### config.mk
export PLATFORM = sky130hd
export DESIGN_NAME = dcr_ram
export DESIGN_NICKNAME = d
export VERILOG_FILES = /design/src/hdl/assert_macros.svh /design/src/hdl/dcr_ram.sv
export SDC_FILE = /design/constraint.sdc
export NUM_CORES = 2
export LEC_CHECK = 0
export BUFFER_PORTS_ARGS = -buffer_cell sky130_fd_sc_hd__buf_2
export CORE_UTILIZATION = 40
export CTS_CLUSTER_SIZE = 24
export DETAILED_ROUTE_END_ITERATION = 10
export GPL_TIMING_DRIVEN = 1
export PLACE_DENSITY = 0.53
export REMOVE_ABC_BUFFERS = 1
export SYNTH_ARGS = -nofsm -noshare
export SYNTH_HDL_FRONTEND = slang
export SYNTH_SLANG_ARGS = --single-unit
### constraint.sdc
create_clock -name i_clk -period 7.7 [get_ports i_clk]
set_clock_uncertainty 0.15 [all_clocks]
set_input_delay 1.54 -clock i_clk [delete_from_list [all_inputs] [get_ports i_clk]]
set_output_delay 1.54 -clock i_clk [all_outputs]
set_load 0.005 [all_outputs]
### src/hdl/assert_macros.svh
// Assertion macros shared by the RTL of the DAG closure block.
// Included by files that carry concurrent assertions; no other dependencies.
`ifndef ASSERT_MACROS_SVH
`define ASSERT_MACROS_SVH
`ifndef SYNTHESIS
`define DCR_ASSERT(lbl, clk, rstn, prop, msg) \
    lbl: assert property (@(posedge clk) disable iff (!rstn) prop) else $error(msg);
`define DCR_ASSERT_ALWAYS(lbl, clk, prop, msg) \
    lbl: assert property (@(posedge clk) prop) else $error(msg);
`else
`define DCR_ASSERT(lbl, clk, rstn, prop, msg)
`define DCR_ASSERT_ALWAYS(lbl, clk, prop, msg)
`endif
`endif

### src/hdl/dcr_ram.sv
// Generic single-port-write, single-port-read RAM with registered read data.
// No dependencies.
module dcr_ram #(
    parameter int WIDTH = 64,
    parameter int DEPTH = 64
) (
    input  logic                     i_clk,
    input  logic                     i_we,
    input  logic [$clog2(DEPTH)-1:0] i_waddr,
    input  logic [WIDTH-1:0]         i_wdata,
    input  logic                     i_re,
    input  logic [$clog2(DEPTH)-1:0] i_raddr,
    output logic [WIDTH-1:0]         o_rdata
);

    logic [WIDTH-1:0] r_mem [DEPTH];
    logic [WIDTH-1:0] r_rdata;

    always_ff @(posedge i_clk) begin
        if (i_we) begin
            r_mem[i_waddr] <= i_wdata;
        end
        if (i_re) begin
            r_rdata <= r_mem[i_raddr];
        end
    end

    assign o_rdata = r_rdata;

endmodule

# Yosys cells after proc, flatten, opt, wreduce, memory -nomap -nowiden
# Memories as Yosys holds them, arrays and structs flattened. A register that Yosys moved wholly into a read port is not among the register bits.
# Index checks and enable logic that the tools add are counted.
# totals
register_bits,0
mem_bits_rw,4096
output_inout_bits,64
word_cells,3
memories,1
# classes
mux,2
# mem_list
memory,depth,word_bits,rd,rd_clocked_by_memory_dff,write_ports,line_no,text
r_mem,64,64,1,1,1,dcr_ram.sv:16,logic [WIDTH-1:0] r_mem [DEPTH];
# ops
op,count
two-way mux 1 bit,2

# Logic depth before layout (Yosys ltp)
# logic_depth
ltp_word,2
mapped_depth,9
mapped_depth_nobuf,5

# Worst setup path after synthesis
# OpenSTA, ideal clock, no wires.
# synth_path
path_kind,input -> register
start,in i_waddr[3]
end,"mem r_mem[48][0], enable pin"
t_arrival_ps,6412
slack_ps,574
stages,4
path_cell_list,clkbuf_1 > nor2b_1 > nand4b_1 > nor3_1
# synth_rtl
item,line_no,text
"start, declared",dcr_ram.sv:9,"input logic [$clog2(DEPTH)-1:0] i_waddr,"
"end, declared",dcr_ram.sv:16,
# No word-level cell before the write port.

==> results_dict.tcl <==
set metrics [dict create \
    clockRootBuffer "clkbuf_16" \
    ctsResizeCount 0 \
    holdPathStages 4 \
    cp_slowest_cell "nor2_4" \
    first_iter_violations 8833 \
    end_kind "register" \
    vdd_drop_max_mv 0.215 \
    worstPathRequired_ns 8.21 \
    dpl.hpwl_mm 234 \
    grt_start_max_net_pins 106 \
    yosysUniqueCellTypes 32 \
    reg2reg_slack_ns 5.32 \
    dp_cells 11800 \
    die_h_um 628 \
    finalSetupTns_ns 0 \
    clock_insertion_delay_worst_skew_ns 0.99 \
    vias_per_cell 6.00 \
    start_kind "input pin" \
    maxCapViolCount 0 \
    critPathMaxStageDelay_ns 0.91 \
    netlist_area_mm2 0.157 \
    startpoint "i_raddr[2]" \
    r2r-end "o_rdata[12]" \
    tritoncts "built" \
    critPathBufInv 2 \
    setup_viol 0 \
    grt_first_pass_wirelength_mm 626 \
    fmax_mhz 235 \
    p_leak_nw 55.1 \
    hold_path_end "o_rdata[48]" \
    relSlewSlack 0.147 \
    start_util 0.403 \
    synth_seq_area_share 0.796 \
    final-max-slew-violation-count 0 \
    antenna_found_initial 44 \
    syn_area_per_cell_um2 23.8 \
    grt_pass1_vias 76600 \
    synth_edf_count 4160 \
    worstMarginPinSlew_ns 1.28 \
    synth_ff_type "edfxtp_1" \
    crit_chain "buf_8, nor2_4, buf_4, a22oi_1, and3_1, a211oi_1" \
    vias 75400 \
    rsz0062_at_grt "false" \
    wl_mm 455 \
    ant_nets 0 \
    overflow 0 \
    ys_ff_latch 4160 \
    area_growth_pct 13.8 \
    synthTopCellsByArea "edfxtp_1, mux4_2, mux2i_1" \
    synth_top_area_share 0.796 \
    gp_congestion 0.763 \
    cts_buffer_depth 4 \
    io_buffers 142 \
    p_per_area_mw_per_mm2 265 \
    synth_largest_area_cell "edfxtp_1" \
    postCtsSetupRepairBufs 0 \
    worstPathArrival_ns 4.77 \
    layoutNonFillerInstCount 12600 \
    finalCriticalPeriod_ns 4.26 \
    async_reset_ff_frac 0 \
    fin_crit_sh 0.553 \
    layout_commonest_cell "edfxtp_1" \
    final_cell_mix "edfxtp_1, mux4_2, clkbuf_16" \
    synthCells 6598 \
    clock-sinks 4160 \
    dieArea_mm2 0.395 \
    cp_top_family "simple AND/OR/NAND/NOR gates" \
    numCtsBuffers 430 \
    hold_start "r_mem[52][48]" \
    htreeDepth 5 \
    worstReg2RegStart "r_mem[11][12]" \
    drt_pass1_iterations 5 \
    status "complete, no violations" \
    post_drt_wl_per_cell_um 36.2 \
    path_max_fanout 56 \
    die_x_um 628 \
    finalNetCount 7102 \
    reg2reg_depth 5 \
    drcViolationCount 0 \
    yosysWarnings 0 \
    io_pins 143 \
    path_depth 6 \
    drive_above_1_share 0.281 \
    final-hold-violation-count 0 \
    hold_path.class "register to register" \
    grtUsageTotal 0.227 \
    coreArea_mm2 0.390 \
    rows 229 \
    clk_pin_slew_ns 0.06 \
    setup.worst_path.class "input pin to register" \
    ctsHoldBuffers 0 \
]
cells by family after synthesis:
group / after synthesis / share of synthesized area
buffers and inverters: 389 / 0.0118
multiplexers: 1159 / 0.156
flip-flops: 4160 / 0.796
AO/OA/AOI/OAI: 504 / 0.0247
AND/OR/NAND/NOR: 386 / 0.0123
cell type report:
class,instances,area (um^2)
fill,32200,211000
sequential,4160,125000
multi-input combinational,2049,30800
clock buffer,538,11300
tap,5197,6500
timing repair buffer,363,2960
clock inverter,231,2050
inverter,19,71.3
antenna,8,20.0
metal layers:
metal	track usage	part of all wire
met3	0.0357	0.075
met2	0.372	0.49
met5	0	0.00032
met1	0.319	0.41
met4	0.0609	0.029
state kept, by name, summed over array words and instances (netlist names):
name,count
o_rdata,64
r_mem,4096
worst max path at each step:
stage | end | slack (ns)
after floorplan | r_mem[48][0] | 0.71
after global placement | o_rdata[17] | 2.49
after detailed placement | o_rdata[17] | 2.51
after CTS | o_rdata[17] | 3.55
after global routing | o_rdata[17] | 3.44
final | o_rdata[17] | 3.44
synth_stat cells, types with 3 or more instances:
cell          n
buf_1        20
a22o_1       88
or3_1        29
edfxtp_1   4160
a31oi_1      18
nor2_1      112
buf_4        34
a211oi_1     63
o22ai_1      83
mux2i_1     135
nand2_1      58
mux4_2     1024
nand2b_1     11
buf_6         6
and3_1       64
clkbuf_1    140
or2_2        28
a41oi_1      26
a22oi_1     168
and2_1        3
inv_1        19
o221ai_1     38
nor2b_1      28
buf_2       170
nand3_1      45
a2bb2oi_1    19
power by group:
part / leakage (nW) / total (mW) / internal, mW / switching [mW]
combinational: 11.1 / 2.09 / 0.766 / 1.33
sequential: 37.5 / 25.2 / 25.1 / 0.0795
clock: 6.51 / 20.0 / 11.3 / 8.66
stage by stage:
| step | setup WS (ns) | power (mW) | hold slack, ns | util | cell area (um^2) |
|---|---|---|---|---|---|
| 2_1_floorplan | 0.710 | 26.6 | 0.715 | - | 155000 |
| 3_3_place_gp | 2.49 | 27.8 | 0.750 | 0.424 | 165000 |
| 4_1_cts | 3.55 | 47.7 | 0.768 | 0.458 | 179000 |
| 6_report | 3.44 | 47.3 | 0.764 | 0.458 | 179000 |
| 3_5_place_dp | 2.51 | 27.8 | 0.768 | 0.424 | 165000 |
| 5_1_grt | 3.44 | 48.6 | 0.797 | 0.458 | 179000 |
worst register-to-register path, stage by stage, from the launching register on:
cell	delay (ns)
edfxtp_1	0.36
mux4_2	0.47
nor2b_1	0.15
a211oi_1	0.53
o22ai_1	0.27
and3_1	0.21
Note: power is estimated with default switching activity, not from simulation.
