$ cat src/hdl/assert_macros.svh
// Assertion macros shared by the RTL of the DAG closure block.
// Included by files that carry concurrent assertions; no other dependencies.
`ifndef ASSERT_MACROS_SVH
`define ASSERT_MACROS_SVH
`ifndef SYNTHESIS
`define DCR_ASSERT(lbl, clk, rstn, prop, msg) \
    lbl: assert property (@(posedge clk) disable iff (!rstn) prop) else $error(msg);
`define DCR_ASSERT_ALWAYS(lbl, clk, prop, msg) \
    lbl: assert property (@(posedge clk) prop) else $error(msg);
`else
`define DCR_ASSERT(lbl, clk, rstn, prop, msg)
`define DCR_ASSERT_ALWAYS(lbl, clk, prop, msg)
`endif
`endif

$ cat src/hdl/dcr_pkg.sv
// Shared constants and types of the DAG closure and reduction block.
// Used by every module of the block but dcr_ram; depends on nothing.
package dcr_pkg;

    localparam int MASK_W        = 64;
    localparam int IDX_W         = 6;
    localparam int CNT_W         = 7;
    localparam int STAT_W        = 2;
    localparam int MAX_TASKS_DEF = 64;

    typedef enum logic [STAT_W-1:0] {
        ST_OK   = 2'd0,
        ST_FWD  = 2'd1,
        ST_FULL = 2'd2
    } t_status;

    typedef enum logic [1:0] {
        S_IDLE,
        S_PASS1,
        S_PASS2,
        S_DONE
    } t_state;

    // Sequencer to datapath control.
    typedef struct packed {
        logic             load;
        logic             tbl_full;
        logic [CNT_W-1:0] task_no;
        logic             rd_v;
        logic [IDX_W-1:0] rd_idx;
        logic             pass2;
        logic             start2;
        logic             done;
    } t_ctl;

    typedef struct packed {
        logic [STAT_W-1:0] status;
        logic [MASK_W-1:0] reduced;
        logic [MASK_W-1:0] full;
        logic [IDX_W-1:0]  tno;
        logic              last;
    } t_res;

endpackage

$ cat src/hdl/dcr_dpath.sv
// Datapath: holds the direct mask, ORs in closure rows read from the store
// and forms the reduction and status of the result. Depends on dcr_pkg.
module dcr_dpath (
    input  logic                       i_clk,
    input  dcr_pkg::t_ctl              i_ctl,
    input  logic [dcr_pkg::MASK_W-1:0] i_dep,
    input  logic                       i_last,
    input  logic [dcr_pkg::MASK_W-1:0] i_rd_data,
    output logic [dcr_pkg::MASK_W-1:0] o_full,
    output dcr_pkg::t_res              o_res
);

    logic [dcr_pkg::MASK_W-1:0] r_sel;
    logic [dcr_pkg::MASK_W-1:0] r_full;
    logic [dcr_pkg::MASK_W-1:0] r_impl;
    logic [dcr_pkg::IDX_W-1:0]  r_tno;
    logic                       r_fwd;
    logic                       r_tbl;
    logic                       r_last;

    logic [dcr_pkg::MASK_W-1:0] below;
    logic [dcr_pkg::MASK_W-1:0] direct;
    logic                       hit;

    // Bits at the task's own index and above are forward references.
    assign below  = (dcr_pkg::MASK_W'(1) << i_ctl.task_no) - dcr_pkg::MASK_W'(1);
    assign direct = i_dep & below;
    assign hit    = i_ctl.rd_v && r_sel[i_ctl.rd_idx];

    always_ff @(posedge i_clk) begin
        if (i_ctl.load) begin
            r_sel  <= direct;
            r_full <= i_ctl.tbl_full ? '0 : direct;
            r_impl <= '0;
            r_fwd  <= |(i_dep & ~below);
            r_tbl  <= i_ctl.tbl_full;
            r_last <= i_last;
            r_tno  <= i_ctl.tbl_full ? '0 : i_ctl.task_no[dcr_pkg::IDX_W-1:0];
        end else begin
            if (i_ctl.start2) begin
                r_sel <= r_full;
            end
            if (hit && i_ctl.pass2) begin
                r_impl <= r_impl | i_rd_data;
            end
            if (hit && !i_ctl.pass2) begin
                r_full <= r_full | i_rd_data;
            end
        end
    end

    assign o_full        = r_full;
    assign o_res.full    = r_full;
    assign o_res.reduced = r_full & ~r_impl;
    assign o_res.tno     = r_tno;
    assign o_res.last    = r_last;
    assign o_res.status  = r_tbl ? dcr_pkg::ST_FULL :
                           (r_fwd ? dcr_pkg::ST_FWD : dcr_pkg::ST_OK);

endmodule

$ cat config.mk
export PLATFORM = sky130hd
export DESIGN_NAME = dcr_dpath
export DESIGN_NICKNAME = d
export VERILOG_FILES = /design/src/hdl/assert_macros.svh /design/src/hdl/dcr_pkg.sv /design/src/hdl/dcr_dpath.sv
export SDC_FILE = /design/constraint.sdc
export NUM_CORES = 1
export LEC_CHECK = 0
export BUFFER_PORTS_ARGS = -buffer_cell sky130_fd_sc_hd__buf_2
export CAP_MARGIN = 15
export CELL_PAD_IN_SITES_DETAIL_PLACEMENT = 1
export CELL_PAD_IN_SITES_GLOBAL_PLACEMENT = 2
export CORE_UTILIZATION = 30
export CTS_CLUSTER_SIZE = 12
export DETAILED_ROUTE_END_ITERATION = 16
export GPL_ROUTABILITY_DRIVEN = 0
export PLACE_DENSITY_LB_ADDON = 0.1
export SYNTH_ARGS = -nofsm -noshare
export SYNTH_HDL_FRONTEND = slang
export SYNTH_SLANG_ARGS = --single-unit
export TNS_END_PERCENT = 30
$ cat constraint.sdc
create_clock -name i_clk -period 9 [get_ports i_clk]
set_clock_uncertainty 0.15 [all_clocks]
set_input_delay 1.8 -clock i_clk [delete_from_list [all_inputs] [get_ports i_clk]]
set_output_delay 1.8 -clock i_clk [all_outputs]
set_load 0.02 [all_outputs]
**Word-level counts from Yosys, hierarchy flattened**

Index checks and enable logic that the tools add are counted.

- Bits in registers: 201
- Bits of input ports: 149
- Output and inout port bits: 201
- Logic and storage cells: 33

- Add/subtract/negate cells: 1
- $lt $le $gt $ge: 1
- Shift-type cells: 1
- Muxes and demuxes: 9
- Bitwise gates (word level): 7
- Reductions and logical operators: 7

Operators by type and width:

| cell | count |
|---|---|
| 2-to-1 mux 64 bit | 5 |
| bitwise AND 64 bit | 3 |
| inverter 64 bit | 2 |
| OR 64 bit | 2 |
| OR reduction 64 bit | 1 |
| left shift 1 x 7 -> 64 bit, first input constant | 1 |
| subtractor 64 x 2 -> 64 bit, second input constant | 1 |
| < comparator 6 x 7 -> 1 bit, second input constant | 1 |
| binary-select mux 1 bit (select 6 bit) | 1 |
| nonzero test 2 bit | 2 |
| logical AND 1 bit | 3 |
| 2-to-1 mux 1 bit | 2 |
| 2-to-1 mux 2 bit | 1 |
| logical NOT 1 bit | 1 |

**Depth between registers and ports, before layout**

- Word-level depth: 6
- Depth in mapped cells: 14

**Least setup slack after synthesis**

OpenSTA, ideal clock, no wires.

- Path kind: input-to-reg
- From: input i_ctl[3] (netlist bit)
- To: register r_full, in the netlist o_full[0] (enable)
- Setup time: 0.423 ns
- Arrival: 4.682 ns
- Slack: 3.745 ns
- Stages on the path: 8
- Path buffers: 2
- Path through: buf_4 -> buf_6 -> mux4_2 -> mux2i_1 -> mux4_2 -> nand3b_1 -> a21o_1 -> nand2_1

- Cells in the longest elaborated chain, start to end: 5

Ends and longest elaborated chain:

| what | line | RTL |
|---|---|---|
| from (decl) | dcr_dpath.sv:5 | `input dcr_pkg::t_ctl i_ctl,` |
| binary-select mux 1 bit (select 6 bit) | dcr_dpath.sv:28 | `assign hit = i_ctl.rd_v && r_sel[i_ctl.rd_idx];` |
| 2-to-1 mux 1 bit (implied by the code) | dcr_dpath.sv:28 |  |
| logical AND 1 bit | dcr_dpath.sv:28 |  |
| logical AND 1 bit | dcr_dpath.sv:46 | `if (hit && !i_ctl.pass2) begin` |
| nonzero test 2 bit (no source line) | n/a |  |
| to (signal assigned) | dcr_dpath.sv:33 | `r_full <= i_ctl.tbl_full ? '0 : direct;` |
| to (signal assigned) | dcr_dpath.sv:47 | `r_full <= r_full \| i_rd_data;` |
| to (decl) | dcr_dpath.sv:14 | `logic [dcr_pkg::MASK_W-1:0] r_full;` |

Every way passes these cells. The select of a mux whose other input is x is not followed.
A chain may end at the register's enable or synchronous reset.

**Worst setup path after layout**

- From: input i_ctl[11] (netlist bit)
- To: register r_fwd (data pin)

- Cells in the longest elaborated chain, start to end: 5

Ends and longest elaborated chain:

| what | line | RTL |
|---|---|---|
| left shift 1 x 7 -> 64 bit | dcr_dpath.sv:26 | `assign below = (dcr_pkg::MASK_W'(1) << i_ctl.task_no) - dcr_pkg::MASK_W'(1);` |
| subtractor 64 x 2 -> 64 bit | dcr_dpath.sv:26 |  |
| inverter 64 bit | dcr_dpath.sv:35 | `r_fwd <= \|(i_dep & ~below);` |
| bitwise AND 64 bit | dcr_dpath.sv:35 |  |
| OR reduction 64 bit | dcr_dpath.sv:35 |  |
| to (signal assigned) | dcr_dpath.sv:35 |  |
| to (decl) | dcr_dpath.sv:17 | `logic r_fwd;` |

Every way passes these cells.

==> metrics.csv <==
stage,metric,value,unit
timing,setup_viol,0,
timing,slew_headroom,14.4,%
setup_path,start_kind,primary input,
route,post-route-drc-count,0,
placed_design,hpwlAfterDp,33.7,mm
setup_path,r2r_slack,5.70,ns
route,routed_wl,45.8,mm
cts,cts_root_buffer,clkbuf_16,
cts,ctsResizeCount,0,
timing,worst_pin_slew,1.28,ns
timing,fin_crit_sh,59.9,%
synthesis,ys_ff_latch,201,
cts,post-cts-setup-buffer-count,0,
cts,clock_path_buffers,3,
floorplanning,coreArea,36700,um^2
setup_path,crit_type,in2reg,
timing,rsz0062_at_grt,false,
cts,h-tree-depth,1,
setup_path,path_cells,"buf_2, nor2_1, nand3_1, ha_1, buf_4, a21boi_2, a211o_1, o21ai_0, or4_1, nor4_1, nand4_1",
cts,ctsHoldBuffers,0,
floorplanning,num_rows,70,
final_layout,drive_gt1_share,31.1,%
floorplanning,die_x,195,um
timing,max_freq,0.185,GHz
route,num_vias,10200,
setup_path,critPathMaxFanout,35,
timing,hold_slack,0.325,ns
synthesis,synth-seq-area-share,48.2,%
final_layout,final_cell_area,13700,um^2
synthesis,syn_area,11200,um^2
power_and_ir_drop,peakVddDrop,116,uV
final_layout,fill_cells,4291,
setup_path,critical_path.max_stage_delay,0.58,ns
run_status,status,finished clean,
min_path,hold_class,reg2reg,
synthesis,syn_nets,1306,
setup_path,critPathBufInv,2,
floorplanning,start_util,30.5,%
timing,hold_viol,0,
setup_path,required,9.10,ns
route,postRouteAntennaNets,0,
setup_path,worstSetupEndpointType,flop,
cts,cts_made_buffers,25,
placed_design,place_area,12800,um^2
setup_path,cp_slowest_cell,or4_1,
cts,clk-insertion-delay-late,0.54,ns
synthesis,synthFlopType,edfxtp_1,
setup_path,path_delay_family,simple AND/OR/NAND/NOR gates,
global_route,grt_usage,23.5,%
synthesis,synthCells,1156,
final_layout,area_growth_syn_to_layout,21.9,%
global_route,grt_start_max_net_pins,73,
synthesis,yosysUniqueCellTypes,77,
final_layout,layout_commonest_cell,buf_2,
synthesis,async_reset_ff_share,0,%
route,vias_per_cell,5.39,
cts,clock-sinks,201,
synthesis,yosys_warnings,0,
final_layout,num-nets-final,1548,
timing,slew_viol_final,0,
global_route,grt_pass1_vias,9999,
floorplanning,fp.dieH,195,um
route,first_pass_iters,5,
placed_design,io_buffer_count,348,
setup_path,arrival,5.49,ns
global_route,grt_pass1_wl,67.5,mm
floorplanning,ioPinCount,350,
cts,cts.clk_slew.worst_paths,0.06,ns
floorplanning,die_area,38100,um^2
job,drv_cap,0,
global_route,antenna_found_initial,10,
route,wl_per_cell,24.2,um
global_route,gr-total-overflow,0,
timing,final.min_clock_period,5.39,ns
synthesis,synth-edff-count,137,
route,initialDrtViolationCount,603,
placed_design,placed_cells,1839,
power_and_ir_drop,power.leakage,5.91,nW
power_and_ir_drop,cellPowerDensity,202,nW/um^2
final_layout,final_cell_mix,"buf_2 (347), nor2_1 (146), edfxtp_1 (137)",
final_layout,fin_cells,1889,
synthesis,syn_area_per_cell,9.69,um^2
cts,cts_tree,yes,
timing,fin_tns_setup,0,ns
==> state kept, by name (all words and copies together) (netlist names) <==
| name | flops |
|---|---|
| o_full | 64 |
| r_fwd | 1 |
| r_impl | 64 |
| r_last | 1 |
| r_sel | 64 |
| r_tbl | 1 |
| r_tno | 6 |
==> per-stage QoR <==
step	util [%]	total power, mW	worst slack [ns]
floorplan	-	1.52	3.75
global placement	34.9	1.72	3.16
detailed placement	34.9	1.73	3.11
CTS	37.2	2.78	3.66
global route	37.2	2.87	3.39
finish	37.2	2.75	3.61
==> where the power goes <==
part	internal [mW]	total, mW	leakage [nW]	switching, mW
Combinational	0.190	0.573	3.56	0.382
Clock	0.636	1.05	0.422	0.413
Sequential	1.08	1.13	1.92	0.0475
==> synthesized netlist by cell type, types with 17 or more instances <==
master | number | area share [%]
a22o_1 | 67 | 5.2
nor2_1 | 146 | 4.9
a21oi_1 | 20 | 0.89
o21ai_0 | 86 | 3.8
nand2_1 | 70 | 2.3
dfxtp_1 | 64 | 11
buf_4 | 73 | 4.9
nand3_1 | 48 | 2.1
mux4_2 | 18 | 3.6
or3_1 | 17 | 0.95
clkbuf_1 | 50 | 1.7
inv_1 | 91 | 3.0
edfxtp_1 | 137 | 37
o22ai_1 | 53 | 3.0
mux2i_1 | 24 | 2.1
==> cell type report <==
| class | count | area [um^2] | area share, % |
|---|---|---|---|
| Clock buffer | 34 | 751 | 5.50 |
| Timing Repair Buffer | 360 | 1840 | 13.5 |
| Inverter | 92 | 345 | 2.53 |
| Multi-Input combinational cell | 718 | 4630 | 33.9 |
| Sequential cell | 201 | 5400 | 39.5 |
| Tap cell | 468 | 586 | 4.29 |
| Clock inverter | 11 | 103 | 0.751 |
| Antenna cell | 5 | 12.5 | 0.0916 |
==> layer usage <==
metal	global-route usage, %	vias up	wire, um
met5	0	-	78
met4	4.78	12	833
met3	4.02	65	2620
met2	37.8	357	21200
met1	33.2	5082	21000
li1	-	4665	-
==> worst paths after layout <==
check                               start                 endpoint  depth (start not counted)
setup / recovery                i_ctl[11]          r_fwd$_DFFE_PP_                         11
hold / removal    r_impl[59]$_SDFFE_PP0P_  r_impl[59]$_SDFFE_PP0P_                          1
setup reg to reg      r_sel[23]$_DFFE_PP_  r_impl[27]$_SDFFE_PP0P_                          7
hold reg to reg   r_impl[59]$_SDFFE_PP0P_  r_impl[59]$_SDFFE_PP0P_                          1
==> kinds of logic after synthesis <==
family                   count (synthesis)  share of synthesized area (%)
AND/OR/NAND/NOR                        355                           15.0
AO/OA/AOI/OAI                          308                           19.2
buffers and inverters                  237                           10.7
flip-flops                             201                           48.2
multiplexers                            47                           6.26
XOR/XNOR                                 7                          0.614
adder cells (fa/ha/maj)                  1                          0.112
No activity file was read; power rests on OpenSTA's default activity.
