### src/hdl/assert_macros.svh
// Assertion macros shared by the RTL of the DAG closure block.
// Included by files that carry concurrent assertions; no other dependencies.
`ifndef ASSERT_MACROS_SVH
`define ASSERT_MACROS_SVH
`ifndef SYNTHESIS
`define DCR_ASSERT(lbl, clk, rstn, prop, msg) \
    lbl: assert property (@(posedge clk) disable iff (!rstn) prop) else $error(msg);
`define DCR_ASSERT_ALWAYS(lbl, clk, prop, msg) \
    lbl: assert property (@(posedge clk) prop) else $error(msg);
`else
`define DCR_ASSERT(lbl, clk, rstn, prop, msg)
`define DCR_ASSERT_ALWAYS(lbl, clk, prop, msg)
`endif
`endif

### src/hdl/dcr_pkg.sv
// Shared constants and types of the DAG closure and reduction block.
// Used by every module of the block but dcr_ram; depends on nothing.
package dcr_pkg;

    localparam int MASK_W        = 64;
    localparam int IDX_W         = 6;
    localparam int CNT_W         = 7;
    localparam int STAT_W        = 2;
    localparam int MAX_TASKS_DEF = 64;

    typedef enum logic [STAT_W-1:0] {
        ST_OK   = 2'd0,
        ST_FWD  = 2'd1,
        ST_FULL = 2'd2
    } t_status;

    typedef enum logic [1:0] {
        S_IDLE,
        S_PASS1,
        S_PASS2,
        S_DONE
    } t_state;

    // Sequencer to datapath control.
    typedef struct packed {
        logic             load;
        logic             tbl_full;
        logic [CNT_W-1:0] task_no;
        logic             rd_v;
        logic [IDX_W-1:0] rd_idx;
        logic             pass2;
        logic             start2;
        logic             done;
    } t_ctl;

    typedef struct packed {
        logic [STAT_W-1:0] status;
        logic [MASK_W-1:0] reduced;
        logic [MASK_W-1:0] full;
        logic [IDX_W-1:0]  tno;
        logic              last;
    } t_res;

endpackage

### src/hdl/dcr_ctrl.sv
// Sequencer: task counter, the two read passes over the closure store and
// the row write-back. Depends on dcr_pkg.
module dcr_ctrl #(
    parameter int MAX_TASKS = dcr_pkg::MAX_TASKS_DEF
) (
    input  logic                         i_clk,
    input  logic                         i_rst_n,
    input  logic                         i_valid,
    input  logic                         i_last,
    input  logic                         i_out_free,
    output logic                         o_ready,
    output logic                         o_rd_en,
    output logic [$clog2(MAX_TASKS)-1:0] o_rd_addr,
    output logic                         o_wr_en,
    output logic [$clog2(MAX_TASKS)-1:0] o_wr_addr,
    output dcr_pkg::t_ctl                o_ctl
);

    localparam int AW = $clog2(MAX_TASKS);

    dcr_pkg::t_state r_state, n_state;

    logic [dcr_pkg::CNT_W-1:0] r_idx;
    logic [dcr_pkg::CNT_W-1:0] r_count;
    logic [dcr_pkg::CNT_W-1:0] r_task;
    logic                      r_rd_v;
    logic [dcr_pkg::IDX_W-1:0] r_rd_idx;

    logic accept;
    logic tbl_full;
    logic in_pass;
    logic rd_en;
    logic pass_end;

    // No item is taken while reset is held.
    assign accept   = i_valid && (r_state == dcr_pkg::S_IDLE) && i_rst_n;
    assign tbl_full = r_count >= dcr_pkg::CNT_W'(MAX_TASKS);
    assign in_pass  = (r_state == dcr_pkg::S_PASS1) || (r_state == dcr_pkg::S_PASS2);
    assign rd_en    = in_pass && (r_idx < r_task);
    // A pass is over once every address is issued and the last row is consumed.
    assign pass_end = in_pass && !rd_en && !r_rd_v;

    always_comb begin
        n_state = r_state;
        case (r_state)
            dcr_pkg::S_IDLE: begin
                if (accept) begin
                    n_state = tbl_full ? dcr_pkg::S_DONE : dcr_pkg::S_PASS1;
                end
            end
            dcr_pkg::S_PASS1: begin
                if (pass_end) begin
                    n_state = dcr_pkg::S_PASS2;
                end
            end
            dcr_pkg::S_PASS2: begin
                if (pass_end) begin
                    n_state = dcr_pkg::S_DONE;
                end
            end
            dcr_pkg::S_DONE: begin
                if (i_out_free) begin
                    n_state = dcr_pkg::S_IDLE;
                end
            end
            default: n_state = dcr_pkg::S_IDLE;
        endcase
    end

    always_comb begin
        o_ready         = (r_state == dcr_pkg::S_IDLE) && i_rst_n;
        o_rd_en         = rd_en;
        o_rd_addr       = r_idx[AW-1:0];
        o_wr_en         = (r_state == dcr_pkg::S_PASS2) && pass_end;
        o_wr_addr       = r_task[AW-1:0];
        o_ctl.load      = accept;
        o_ctl.tbl_full  = tbl_full;
        o_ctl.task_no   = r_count;
        o_ctl.rd_v      = r_rd_v;
        o_ctl.rd_idx    = r_rd_idx;
        o_ctl.pass2     = (r_state == dcr_pkg::S_PASS2);
        o_ctl.start2    = (r_state == dcr_pkg::S_PASS1) && pass_end;
        o_ctl.done      = (r_state == dcr_pkg::S_DONE) && i_out_free;
    end

    always_ff @(posedge i_clk) begin
        if (!i_rst_n) begin
            r_state <= dcr_pkg::S_IDLE;
            r_idx   <= '0;
            r_count <= '0;
            r_task  <= '0;
            r_rd_v  <= 1'b0;
        end else begin
            r_state <= n_state;
            r_rd_v  <= rd_en;
            if (accept || (r_state == dcr_pkg::S_PASS1 && pass_end)) begin
                r_idx <= '0;
            end else if (rd_en) begin
                r_idx <= r_idx + 1'b1;
            end
            if (accept) begin
                r_task <= r_count;
                if (i_last) begin
                    r_count <= '0;
                end else if (!tbl_full) begin
                    r_count <= r_count + 1'b1;
                end
            end
        end
    end

    always_ff @(posedge i_clk) begin
        r_rd_idx <= r_idx[dcr_pkg::IDX_W-1:0];
    end

endmodule

### config.mk
export PLATFORM = sky130hd
export DESIGN_NAME = dcr_ctrl
export DESIGN_NICKNAME = d
export VERILOG_FILES = /design/src/hdl/assert_macros.svh /design/src/hdl/dcr_pkg.sv /design/src/hdl/dcr_ctrl.sv
export SDC_FILE = /design/constraint.sdc
export NUM_CORES = 1
export LEC_CHECK = 0
export CAP_MARGIN = 25
export CORE_ASPECT_RATIO = 0.5
export CORE_UTILIZATION = 40
export DETAILED_ROUTE_END_ITERATION = 10
export DONT_BUFFER_PORTS = 1
export PLACE_DENSITY_LB_ADDON = 0.25
export SYNTH_ARGS = -nofsm -noshare
export SYNTH_HDL_FRONTEND = slang
export SYNTH_SLANG_ARGS = --single-unit
### constraint.sdc
create_clock -name i_clk -period 2.4 [get_ports i_clk]
set_input_delay 0.12 -clock i_clk [delete_from_list [all_inputs] [get_ports i_clk]]
set_output_delay 0.12 -clock i_clk [all_outputs]
set_load 0.02 [all_outputs]
* Yosys cells after proc, flatten, opt, wreduce, memory -nomap -nowiden
Index checks and enable logic that the tools add are counted.
W data, S select, Z words.
** Storage, ports and cells
- Flip-flop bits (word level) :: 30
- Input bits :: 5
- Output and inout port bits :: 34
- Logic and storage cells :: 44
** Operators by class
- Add/sub/neg operators :: 2
- $lt $le $gt $ge :: 2
- Equality and inequality tests :: 8
- Mux-type cells :: 8
- Bitwise gates (word level) :: 1
- Reductions and logical operators :: 17
** Operators with widths (number)
- $add A7 B1 Y7 const B :: 2
- $mux W7 :: 2
- $mux W2 :: 5
- $logic_and A1 B1 Y1 :: 9
- $ne A2 B2 Y1 const B :: 4
- $pmux W2 S4 :: 1
- $ge A7 B7 Y1 const B :: 1
- $lt A7 B7 Y1 :: 1
- $eq A2 B2 Y1 const B :: 2
- $reduce_and A4 Y1 :: 1
- $eq A2 B1 Y1 const B :: 1
- $logic_not A1 Y1 :: 2
- $logic_not A2 Y1 :: 1
- $logic_or A1 B1 Y1 :: 2
- $ne A2 B1 Y1 const B :: 1
- $reduce_and A2 Y1 :: 1
- $reduce_or A2 Y1 :: 1
- $not A1 Y1 :: 1

* Logic depth before layout (Yosys ltp)
- Depth after elaboration :: 9
- Gate-level depth with buffers :: 8
- Depth with buffers taken out :: 8

* Worst setup path after synthesis
No wires, ideal clock.
- Path type :: flip-flop to flip-flop
- Start point :: reg r_idx[4] (netlist name)
- End point :: reg r_idx[1] (netlist name)
- Arrival time :: 1.841 ns
- Setup slack :: 0.433 ns
- Stages on the path, launching flop included :: 7
- Clock period less this slack :: 1.967 ns
- Cell sequence :: dfxtp_1 -> ha_1 -> a21oi_1 -> o211ai_1 -> a21oi_1 -> mux2i_1 -> nor2_1
** Between the ends
- Longest elaborated chain between the ends :: 8
** Ends and longest elaborated chain
- start, declared :: RTL line dcr_ctrl.sv:23 : logic [dcr_pkg::CNT_W-1:0] r_idx;
- start signal, assigned :: RTL line dcr_ctrl.sv:99 : r_idx <= r_idx + 1'b1;
- $lt A7 B7 Y1 (*) :: RTL line dcr_ctrl.sv:39 : assign rd_en = in_pass && (r_idx < r_task);
- $logic_and A1 B1 Y1 (*) :: RTL line dcr_ctrl.sv:39
- named net o_rd_en :: RTL line dcr_ctrl.sv:12 : output logic o_rd_en,
- $logic_not A1 Y1 :: RTL line dcr_ctrl.sv:41 : assign pass_end = in_pass && !rd_en && !r_rd_v;
- $logic_and A1 B1 Y1 (2 in a row) :: RTL line dcr_ctrl.sv:41
- $logic_and A1 B1 Y1 :: RTL line dcr_ctrl.sv:96 : if (accept || (r_state == dcr_pkg::S_PASS1 && pass_end)) begin
- $logic_or A1 B1 Y1 :: RTL line dcr_ctrl.sv:96
- $reduce_or A2 Y1 (no line)
Mark *: on every way through the listed nets, which the timed path passes. The rest lies on a longest branch.
A chain may end at the register's enable or synchronous reset.

* Worst setup path in the final report
- Start point :: reg r_task[6] (netlist name)
- End point :: out o_rd_en
** Between the ends
- Longest elaborated chain between the ends :: 2
** Ends and longest elaborated chain
- start, declared :: RTL line dcr_ctrl.sv:25 : logic [dcr_pkg::CNT_W-1:0] r_task;
- start signal, assigned :: RTL line dcr_ctrl.sv:102 : r_task <= r_count;
- $lt A7 B7 Y1 :: RTL line dcr_ctrl.sv:39
- $logic_and A1 B1 Y1 :: RTL line dcr_ctrl.sv:39
- end, declared :: RTL line dcr_ctrl.sv:12
No other way between the ends.

==> impl_metrics.py <==
metrics = {
    "worst_hold_path": {
        "hold_path_startpoint": "i_rst_n",
        "min_to": "r_state[0]$_SDFFE_PN0P_",
        "min_path_type": "input port to flop",
        "holdPathStages": 2,
    },
    "detailed_routing": {
        "ant_nets": 0,
        "vias": 1229,
        "routed_wl_microns": 3300,
        "wl_per_cell_microns": 13.6,
        "drtIter0Drc": 32,
        "drc_errors": 0,
        "routed_via_density": 5.08,
        "drtPass1Iterations": 4,
    },
    "synthesis": {
        "netlist_area_sq_um": 1610,
        "syn-num-nets": 208,
        "avgSynthCellArea_sq_um": 8.51,
        "async_reset_ff_frac": 0,
        "synth.distinct_cells": 35,
        "ys_seq_area_frac": 0.373,
        "ys.flop_type": "dfxtp_1",
        "yosysWarnings": 0,
        "syn_inst": 189,
        "synth_edf_count": 0,
        "synth_seq_cells": 30,
    },
    "layout": {
        "drive_gt1_frac": 0.131,
        "post-route-util": 0.479,
        "n_antenna_cell": 0,
        "finalNetCount": 209,
        "stdcell_count": 242,
        "syn2layout_area_growth_pct": 8.32,
    },
    "timing": {
        "max_clock_freq_mhz": 451,
        "setup_tns_ps": 0,
        "setup_viol": 0,
        "period_share": 0.923,
        "skew_ps": 4.02,
        "rsz0062_at_grt": "false",
        "hold_viol_final": 0,
        "relSlewSlack": 0.613,
        "setup_ws_ps": 185,
        "tightest_slew_ps": 579,
        "finalCriticalPeriod_ps": 2220,
        "drv_slew": 0,
    },
    "worst_setup_path": {
        "cp-start-kind": "flop",
        "rr_endpoint": "r_state[1]$_SDFFE_PN0P_",
        "regToRegSetupSlack_ps": 370,
        "crit_type": "flop to output port",
        "cp-end-kind": "output port",
        "r2r_cells": 6,
        "critPathArrivalTime_ps": 2100,
        "worstReg2RegStart": "r_state[0]$_SDFFE_PN0P_",
        "required_ps": 2280,
        "path_max_fanout": 4,
    },
    "status": {
        "outcome": "finished clean",
    },
    "clocking": {
        "clock_sinks": 30,
        "htreeDepth": 2,
        "clk_pin_slew_ps": 60,
        "cts_tree": "yes",
        "cts_buffers": 5,
        "insertion_delay_ps": 280,
        "max-clock-path-buffers": 2,
        "cts-root-buf": "clkbuf_8",
    },
    "floorplan": {
        "die_h_microns": 46.9,
        "die-area_sq_um": 4300,
        "placementRows": 15,
        "io-pin-count": 39,
        "start_util": 0.442,
        "coreArea_sq_um": 3640,
        "die_width_microns": 91.7,
    },
    "grt": {
        "grt_pass1_wl_microns": 5400,
        "grt_pass1_vias": 1171,
        "grt_use_total": 0.171,
        "grt_max_degree": 20,
        "antenna_found_initial": 0,
        "grt_remaining_overflow": 0,
    },
    "place": {
        "dp_slack_ps": 335,
        "dp_cells": 233,
        "hpwl_microns": 2390,
        "port_buffers": 0,
        "gp_congestion": 0.783,
    },
    "pwr": {
        "cellPowerDensity_nw_per_um2": 709,
        "p_leak_uw": 0.000689,
        "peakVddDrop_mv": 0.275,
    },
    "job": {
        "drv_cap": 0,
    },
}
-- state kept, by name, summed over array words and instances (netlist names) --
signal    flops
r_rd_v        1
r_idx         7
r_state       2
r_task        7
r_count       7
r_rd_idx      6
-- worst max-delay path: stages, from the launching register on --
cell,delay (ps)
dfxtp_1,330
inv_1,60
ha_1,290
a21oi_1,280
o211ai_1,210
a21oi_1,410
buf_4,230
-- metrics by stage --
step           hold WS (ps)  instance area, sq um  power (uW)
2_1_floorplan           325                  1610         778
3_5_place_dp            247                  1640         823
5_1_grt                8.59                  1740        1310
3_3_place_gp            246                  1640         821
6_report               3.89                  1740        1240
4_1_cts                2.12                  1740        1250
-- cells by family after synthesis --
group | Yosys count | share of synthesized area
buffers and inverters | 34 | 0.114
flip-flops | 30 | 0.373
adder cells (fa/ha/maj) | 14 | 0.109
multiplexers | 3 | 0.0187
XOR/XNOR | 6 | 0.0327
AO/OA/AOI/OAI | 37 | 0.148
AND/OR/NAND/NOR | 65 | 0.205
-- worst max path at each step --
stage                                       start                 endpoint  slack [ps]  cells past startpoint
final                      r_task[6]$_SDFFE_PN0P_                  o_rd_en         180                      6
after floorplan             r_idx[4]$_SDFFE_PP0P_    r_idx[1]$_SDFFE_PP0P_         430                      6
after global routing       r_task[6]$_SDFFE_PN0P_                  o_rd_en           2                      6
after detailed placement  r_state[0]$_SDFFE_PN0P_  r_state[1]$_SDFFE_PN0P_         330                      6
after global placement    r_state[0]$_SDFFE_PN0P_  r_state[1]$_SDFFE_PN0P_         390                      6
after CTS                   r_idx[5]$_SDFFE_PP0P_                  o_wr_en         140                      6
-- cells in the final DEF, fill, tap and decap left out, types with 3 or more instances in the layout --
| cell type | instances |
|---|---|
| buf_4 | 13 |
| and2_1 | 7 |
| nor2_1 | 12 |
| xnor2_1 | 6 |
| nor2b_1 | 4 |
| a21oi_1 | 11 |
| inv_1 | 13 |
| nand4_1 | 3 |
| nand3_1 | 10 |
| nand2_1 | 18 |
| nor3_1 | 3 |
| o21ai_0 | 11 |
| ha_1 | 14 |
| clkbuf_8 | 6 |
| mux2i_1 | 3 |
| dfxtp_1 | 30 |
-- routing by layer --
| layer | up-vias | GRT usage | wire [microns] |
|---|---|---|---|
| met4 | 0 | 0.0844 | 53 |
| met2 | 26 | 0.286 | 1460 |
| met3 | 7 | 0.0793 | 231 |
| li1 | 627 | - | - |
| met1 | 569 | 0.195 | 1550 |
| met5 | - | 0 | 0 |
-- report_power, final --
part,switching [uW],total [uW],internal [uW]
Sequential,20.7,535,514
Clock,189,420,231
Combinational,179,282,103
Total,389,1240,848
-- cell usage after synthesis, types with 3 or more instances --
library cell  instances  area (sq um)
dfxtp_1              30           601
mux2i_1               3          30.0
nand4_1               3          18.8
inv_1                13          48.8
xnor2_1               6          52.6
nor2_1               13          48.8
nand2_1              18          67.6
clkbuf_1              5          18.8
a21oi_1              11          55.1
o21ai_0              11          55.1
nand3_1              10          50.1
ha_1                 14           175
nor2b_1               4          25.0
nor3_1                3          15.0
buf_4                15           113
and2_1                7          43.8
-- timing repair --
action / in CTS / in global routing
setup endpoints to repair: 0 / 1
hold endpoints to repair: 17 / 0
hold buffers: 1 / 0
gates resized for setup: 0 / 1
buffers inserted: 0 / 0
-- final cells by class --
type,count,area (sq um)
fill,386,1900
multi-input combinational,125,827
sequential,30,601
timing repair buffer,14,108
clock buffer,7,86.3
tap,51,63.8
inverter,14,52.6
clock inverter,1,5.00
Note: power is estimated with default switching activity, not from simulation.
